[config.mk]
export PLATFORM = sky130hd
export DESIGN_NAME = tmp_ctrl
export DESIGN_NICKNAME = d
export VERILOG_FILES = /design/src/hdl/tmp_pkg.sv /design/src/hdl/tmp_ctrl.sv
export SDC_FILE = /design/constraint.sdc
export NUM_CORES = 1
export LEC_CHECK = 0
export BUFFER_PORTS_ARGS = -buffer_cell sky130_fd_sc_hd__buf_4
export CAP_MARGIN = 30
export CELL_PAD_IN_SITES_DETAIL_PLACEMENT = 0
export CELL_PAD_IN_SITES_GLOBAL_PLACEMENT = 2
export CORE_ASPECT_RATIO = 2
export CORE_UTILIZATION = 35
export CTS_BUF_LIST = sky130_fd_sc_hd__clkbuf_4 sky130_fd_sc_hd__clkbuf_8
export CTS_CLUSTER_SIZE = 20
export DETAILED_ROUTE_END_ITERATION = 8
export PLACE_DENSITY_LB_ADDON = 0.15
export SLEW_MARGIN = 20
export SYNTH_ARGS = -nofsm -noshare
export SYNTH_HDL_FRONTEND = slang
export SYNTH_SLANG_ARGS = --single-unit
[constraint.sdc]
create_clock -name clk_i -period 5.35 [get_ports clk_i]
set_input_delay 0.8025 -clock clk_i [delete_from_list [all_inputs] [get_ports clk_i]]
set_output_delay 0.8025 -clock clk_i [all_outputs]
set_load 0.01 [all_outputs]
[src/hdl/tmp_pkg.sv]
// ----------------------------------------------------------------------------
// tmp_pkg
// Shared types, codes and helpers for the trapezoid move planner.
// ----------------------------------------------------------------------------
package tmp_pkg;

  localparam int unsigned FracBits    = 16;
  localparam int unsigned DirBits     = 30;
  localparam int unsigned FeedDivisor = 60;

  // feed / 60 as a reciprocal multiply, exact for every 32-bit feed
  localparam logic [31:0] FeedRecip = 32'h8888_8889;
  localparam int unsigned FeedShift = 37;

  localparam logic [31:0] MaxVelocityReset = 32'd19660800;
  localparam logic [31:0] MaxAccelReset    = 32'd196608000;

  localparam logic [1:0] CFG_MAX_VELOCITY = 2'd0;
  localparam logic [1:0] CFG_MAX_ACCEL    = 2'd1;

  localparam logic [1:0] OP_LINEAR  = 2'd0;
  localparam logic [1:0] OP_HOME    = 2'd1;
  localparam logic [1:0] OP_SET_POS = 2'd2;
  localparam logic [1:0] OP_IGNORE  = 2'd3;

  typedef struct packed {
    logic [1:0]         operation;
    logic               has_x;
    logic               has_y;
    logic               has_z;
    logic signed [31:0] x_value;
    logic signed [31:0] y_value;
    logic signed [31:0] z_value;
    logic               has_feed;
    logic [31:0]        feed_value;
    logic               bare_x;
    logic               bare_y;
    logic               bare_z;
  } in_t;

  typedef struct packed {
    logic               move_valid;
    logic [47:0]        start_time;
    logic [31:0]        accel_time;
    logic [31:0]        cruise_time;
    logic [31:0]        decel_time;
    logic signed [31:0] start_x;
    logic signed [31:0] start_y;
    logic signed [31:0] start_z;
    logic signed [31:0] dir_x;
    logic signed [31:0] dir_y;
    logic signed [31:0] dir_z;
    logic [31:0]        cruise_velocity;
  } out_t;

  typedef enum logic [4:0] {
    CMD_IDLE,
    CMD_LOAD,
    CMD_SQ_X,
    CMD_SQ_Y,
    CMD_SQ_Z,
    CMD_LEN_GO,
    CMD_LEN_CAP,
    CMD_LA_MUL,
    CMD_V2_MUL,
    CMD_DECIDE,
    CMD_PK_GO,
    CMD_V2A_GO,
    CMD_V2A_CAP,
    CMD_CT_GO,
    CMD_CT_CAP,
    CMD_AT_GO,
    CMD_AT_CAP,
    CMD_DX_GO,
    CMD_DX_CAP,
    CMD_DY_GO,
    CMD_DY_CAP,
    CMD_DZ_GO,
    CMD_DZ_CAP,
    CMD_FINISH
  } cmd_e;

  typedef struct packed {
    logic div_done;
    logic sqrt_done;
    logic len_zero;
    logic triangle;
  } status_t;

  function automatic logic [31:0] sat32(input logic [63:0] v);
    return (v[63:32] != 32'd0) ? 32'hFFFF_FFFF : v[31:0];
  endfunction

  function automatic logic [32:0] mag33(input logic [32:0] d);
    return d[32] ? (33'd0 - d) : d;
  endfunction

endpackage

[src/hdl/tmp_ctrl.sv]
// ----------------------------------------------------------------------------
// tmp_ctrl
// Planner sequencer: steps the datapath through one command.
// ----------------------------------------------------------------------------
module tmp_ctrl (
  input  logic             clk_i,
  input  logic             rst_ni,
  input  logic             in_valid_i,
  input  logic [1:0]       in_op_i,
  input  logic             out_ready_i,
  input  tmp_pkg::status_t status_i,
  output logic             in_ready_o,
  output logic             out_valid_o,
  output tmp_pkg::cmd_e    cmd_o
);

  typedef enum logic [23:0] {
    S_IDLE  = 24'h000001,
    S_SQX   = 24'h000002,
    S_SQY   = 24'h000004,
    S_SQZ   = 24'h000008,
    S_LEN   = 24'h000010,
    S_LENW  = 24'h000020,
    S_LAM   = 24'h000040,
    S_V2M   = 24'h000080,
    S_DEC   = 24'h000100,
    S_PK    = 24'h000200,
    S_PKW   = 24'h000400,
    S_V2A   = 24'h000800,
    S_V2AW  = 24'h001000,
    S_CT    = 24'h002000,
    S_CTW   = 24'h004000,
    S_AT    = 24'h008000,
    S_ATW   = 24'h010000,
    S_DX    = 24'h020000,
    S_DXW   = 24'h040000,
    S_DY    = 24'h080000,
    S_DYW   = 24'h100000,
    S_DZ    = 24'h200000,
    S_DZW   = 24'h400000,
    S_DONE  = 24'h800000
  } state_e;

  state_e state_q, state_d;
  logic   out_valid_q, out_valid_d;
  logic   finish;

  always_comb begin
    state_d = state_q;
    cmd_o   = tmp_pkg::CMD_IDLE;
    case (state_q)
      S_IDLE: begin
        if (in_valid_i) begin
          cmd_o = tmp_pkg::CMD_LOAD;
          if (in_op_i != tmp_pkg::OP_LINEAR) state_d = S_DONE;
          else                               state_d = S_SQX;
        end
      end
      S_SQX: begin cmd_o = tmp_pkg::CMD_SQ_X; state_d = S_SQY; end
      S_SQY: begin cmd_o = tmp_pkg::CMD_SQ_Y; state_d = S_SQZ; end
      S_SQZ: begin cmd_o = tmp_pkg::CMD_SQ_Z; state_d = S_LEN; end
      S_LEN: begin cmd_o = tmp_pkg::CMD_LEN_GO; state_d = S_LENW; end
      S_LENW: begin
        if (status_i.sqrt_done) begin
          cmd_o   = tmp_pkg::CMD_LEN_CAP;
          state_d = status_i.len_zero ? S_DONE : S_LAM;
        end
      end
      S_LAM: begin cmd_o = tmp_pkg::CMD_LA_MUL; state_d = S_V2M; end
      S_V2M: begin cmd_o = tmp_pkg::CMD_V2_MUL; state_d = S_DEC; end
      S_DEC: begin
        cmd_o   = tmp_pkg::CMD_DECIDE;
        state_d = status_i.triangle ? S_PK : S_V2A;
      end
      S_PK:  begin cmd_o = tmp_pkg::CMD_PK_GO; state_d = S_PKW; end
      S_PKW: if (status_i.sqrt_done) state_d = S_AT;
      S_V2A: begin cmd_o = tmp_pkg::CMD_V2A_GO; state_d = S_V2AW; end
      S_V2AW: begin
        if (status_i.div_done) begin
          cmd_o = tmp_pkg::CMD_V2A_CAP; state_d = S_CT;
        end
      end
      S_CT: begin cmd_o = tmp_pkg::CMD_CT_GO; state_d = S_CTW; end
      S_CTW: begin
        if (status_i.div_done) begin
          cmd_o = tmp_pkg::CMD_CT_CAP; state_d = S_AT;
        end
      end
      S_AT: begin cmd_o = tmp_pkg::CMD_AT_GO; state_d = S_ATW; end
      S_ATW: begin
        if (status_i.div_done) begin
          cmd_o = tmp_pkg::CMD_AT_CAP; state_d = S_DX;
        end
      end
      S_DX: begin cmd_o = tmp_pkg::CMD_DX_GO; state_d = S_DXW; end
      S_DXW: begin
        if (status_i.div_done) begin
          cmd_o = tmp_pkg::CMD_DX_CAP; state_d = S_DY;
        end
      end
      S_DY: begin cmd_o = tmp_pkg::CMD_DY_GO; state_d = S_DYW; end
      S_DYW: begin
        if (status_i.div_done) begin
          cmd_o = tmp_pkg::CMD_DY_CAP; state_d = S_DZ;
        end
      end
      S_DZ: begin cmd_o = tmp_pkg::CMD_DZ_GO; state_d = S_DZW; end
      S_DZW: begin
        if (status_i.div_done) begin
          cmd_o = tmp_pkg::CMD_DZ_CAP; state_d = S_DONE;
        end
      end
      S_DONE: begin
        // output slot free, or being emptied this cycle
        if (!out_valid_q || out_ready_i) begin
          cmd_o   = tmp_pkg::CMD_FINISH;
          state_d = S_IDLE;
        end
      end
      default: state_d = S_IDLE;
    endcase
  end

  assign finish      = (cmd_o == tmp_pkg::CMD_FINISH);
  assign out_valid_d = finish | (out_valid_q & ~out_ready_i);

  always_ff @(posedge clk_i or negedge rst_ni) begin
    if (!rst_ni) begin
      state_q     <= S_IDLE;
      out_valid_q <= 1'b0;
    end else begin
      state_q     <= state_d;
      out_valid_q <= out_valid_d;
    end
  end

  assign in_ready_o  = (state_q == S_IDLE);
  assign out_valid_o = out_valid_q;

endmodule
==> flow_summary.json <==
{
  "path_class": "reg -> out",
  "grt_antenna_before_repair": 0,
  "setup_viol": 0,
  "initial_core_util_pct": 36.7,
  "wl_mm": 5.15,
  "yosysWarnings": 0,
  "drt_pass1_iterations": 5,
  "dpl.hpwl_mm": 4.02,
  "syn_nets": 205,
  "area_delta_synth_final_pct": 10.4,
  "track_usage_pct": 21.2,
  "finalHoldViolCount": 0,
  "fmax_mhz": 248,
  "postCtsSetupRepairBufs": 0,
  "multi_input_area_um2": 1110,
  "drc": 0,
  "rsz0062_at_grt": "false",
  "final_nets": 217,
  "cp-end-kind": "output pin",
  "port_buffers": 16,
  "cts_resized": 0,
  "ys_ff_latch": 25,
  "synth_cell_type_count": 51,
  "avgRoutedWirePerCell_um": 19.6,
  "dpl-instance-area_um2": 1940,
  "num_vias": 1614,
  "maxCapViolations": 0,
  "grt_pass1_vias": 1686,
  "synth_top_flop_cell": "dfrtp_1",
  "cts_max_level": 1,
  "drive_gt1_share_pct": 18.0,
  "min_path_type": "in -> async",
  "cts_buffers": 3,
  "min_period_over_period_pct": 75.4,
  "cts_tree": "yes",
  "clkSinkCount": 25,
  "clockRootBuffer": "clkbuf_8",
  "seq_area_um2": 627,
  "cellLeakagePower_nw": 0.962,
  "overflow": 0,
  "synth_area_um2": 1800,
  "worstReg2RegStart": "state_q[1]",
  "grt_max_degree": 26,
  "synth_area_per_cell_um2": 9.25,
  "cts.clk_slew.worst_paths_ns": 0.09,
  "num_antenna_cells": 0,
  "die_h_um": 104,
  "critPathLaunch": "state_q[1]",
  "synth-edff-count": 0,
  "tns_ns": 0,
  "ir_drop_mv": 0.188,
  "die_area_um2": 5460,
  "cp_max_fo": 6,
  "fill_cells": 501,
  "die_width_um": 52.8,
  "relSlewSlack_pct": 54.5,
  "gp_congestion": 0.876,
  "ant_nets": 0,
  "power_density_nw_per_um2": 333,
  "ys_seq_area_share_pct": 34.7,
  "tightest_slew_ns": 0.673,
  "async_reset_ff_share_pct": 100,
  "critPathLaunchType": "flip-flop",
  "finish.instance_area_um2": 1990,
  "drv_slew": 0,
  "post-route-min-period_ns": 4.04,
  "clockBufferDepth": 2,
  "grt_pass1_wl_mm": 8.59,
  "synthCells": 195,
  "insertion_delay_ns": 0.27,
  "drt_iter0_markers": 60,
  "num_rows": 36,
  "crit_required_ns": 4.55,
  "pin_count": 17,
  "arrival_ns": 3.23,
  "viasPerCell": 6.14,
  "finalClockSkew_ns": 0.00798,
  "status": "complete, no violations",
  "fp.coreArea_um2": 4910,
  "ctsHoldBuffers": 0
}
sequential cells by signal, summed over array words and instances, names as in the netlist:
register	cells
out_valid_o	1
state_q	24
path summary, 6_finish.rpt:
check	endpoint	slack [ns]	depth (start not counted)
hold reg to reg	out_valid_o	0.54	2
setup / recovery	cmd_o[1]	1.31	7
max in group asynchronous	state_q[0]	4.62	1
hold / removal	state_q[10]	0.43	1
setup reg to reg	state_q[23]	2.42	6
min in group clk_i	out_valid_o	0.54	2
stage by stage:
| step | hold slack, ns | cells | total power, W | setup WS (ns) | utilization [%] |
|---|---|---|---|---|---|
| after floorplan | 0.507 | 195 | 0.000442 | 2.50 | - |
| after global placement | 0.517 | 259 | 0.000542 | 1.78 | 39.6 |
| after detailed placement | 0.529 | 259 | 0.000544 | 1.77 | 39.6 |
| after CTS | 0.441 | 263 | 0.000669 | 1.43 | 40.6 |
| after global routing | 0.453 | 263 | 0.000710 | 1.21 | 40.6 |
| final | 0.433 | 263 | 0.000664 | 1.31 | 40.6 |
layout make-up:
type                       count  area share (%)
clock buffer                   4            2.45
inverter                       3           0.565
multi-input combinational    158            55.9
sequential                    25            31.5
tap                           57            3.58
timing repair buffer          16            6.03
synth_stat cells (all sizes together) (5+ instances only):
library cell / instances / area (µm²)
dfrtp: 24 / 601
nor2: 21 / 78.8
nor3: 14 / 70.1
nand4: 10 / 62.6
nor4: 9 / 129
buf: 8 / 48.8
nand2: 8 / 30.0
o21ai: 8 / 51.3
a21o: 7 / 52.6
nand3: 6 / 30.0
nor4b: 6 / 58.8
or4: 6 / 48.8
nor2b: 5 / 31.3
nor3b: 5 / 37.5
or3: 5 / 31.3
xor2: 5 / 43.8
cells by family (layout without fill, tap and decap cells):
kind of cell	count (synthesis)	in the layout	synth area share, %
flip-flops	25	25	34.7
AND/OR/NAND/NOR	120	120	44.5
AO/OA/AOI/OAI	29	29	12.9
XOR/XNOR	9	9	4.37
buffers and inverters	12	23	3.54
critical path, cell delays in order, from the launching register on:
cell and delay, ns:
dfrtp_1 0.47, nor4_2 0.61, nand4_1 0.40, or3_1 0.49
nor4b_1 0.63, nor3_1 0.12, nand3_1 0.12, buf_4 0.12
layout by cell type (no fill, tap or decap), types with 3 or more instances in the layout:
cell,instances
nor2b_1,5
buf_4,16
dfrtp_1,24
nor3_1,14
xnor2_1,4
nor4b_1,5
nand3_1,6
inv_1,3
nand2_1,8
or4_1,5
and3_1,4
clkbuf_8,3
nor3b_1,5
o21ai_0,6
or3_1,5
nand3b_1,4
nor2_1,21
a21o_1,7
xor2_1,5
nand2b_1,4
nand4_1,10
nor4_4,4
nor4_1,3
metal layers:
layer / vias up / track usage [%] / part of all wire [%]
met4: 0 / 8.27 / 3.0
met5: - / 0 / 0
met1: 795 / 24.8 / 38
met2: 45 / 37.3 / 56
met3: 10 / 2.06 / 3.3
li1: 764 / - / -
where the power goes:
group          switching (W)  internal [W]
logic               0.000198      0.000122
clock network      0.0000623     0.0000584
registers          0.0000190      0.000205
total               0.000279      0.000385
Power figures use the tool's default switching activity.
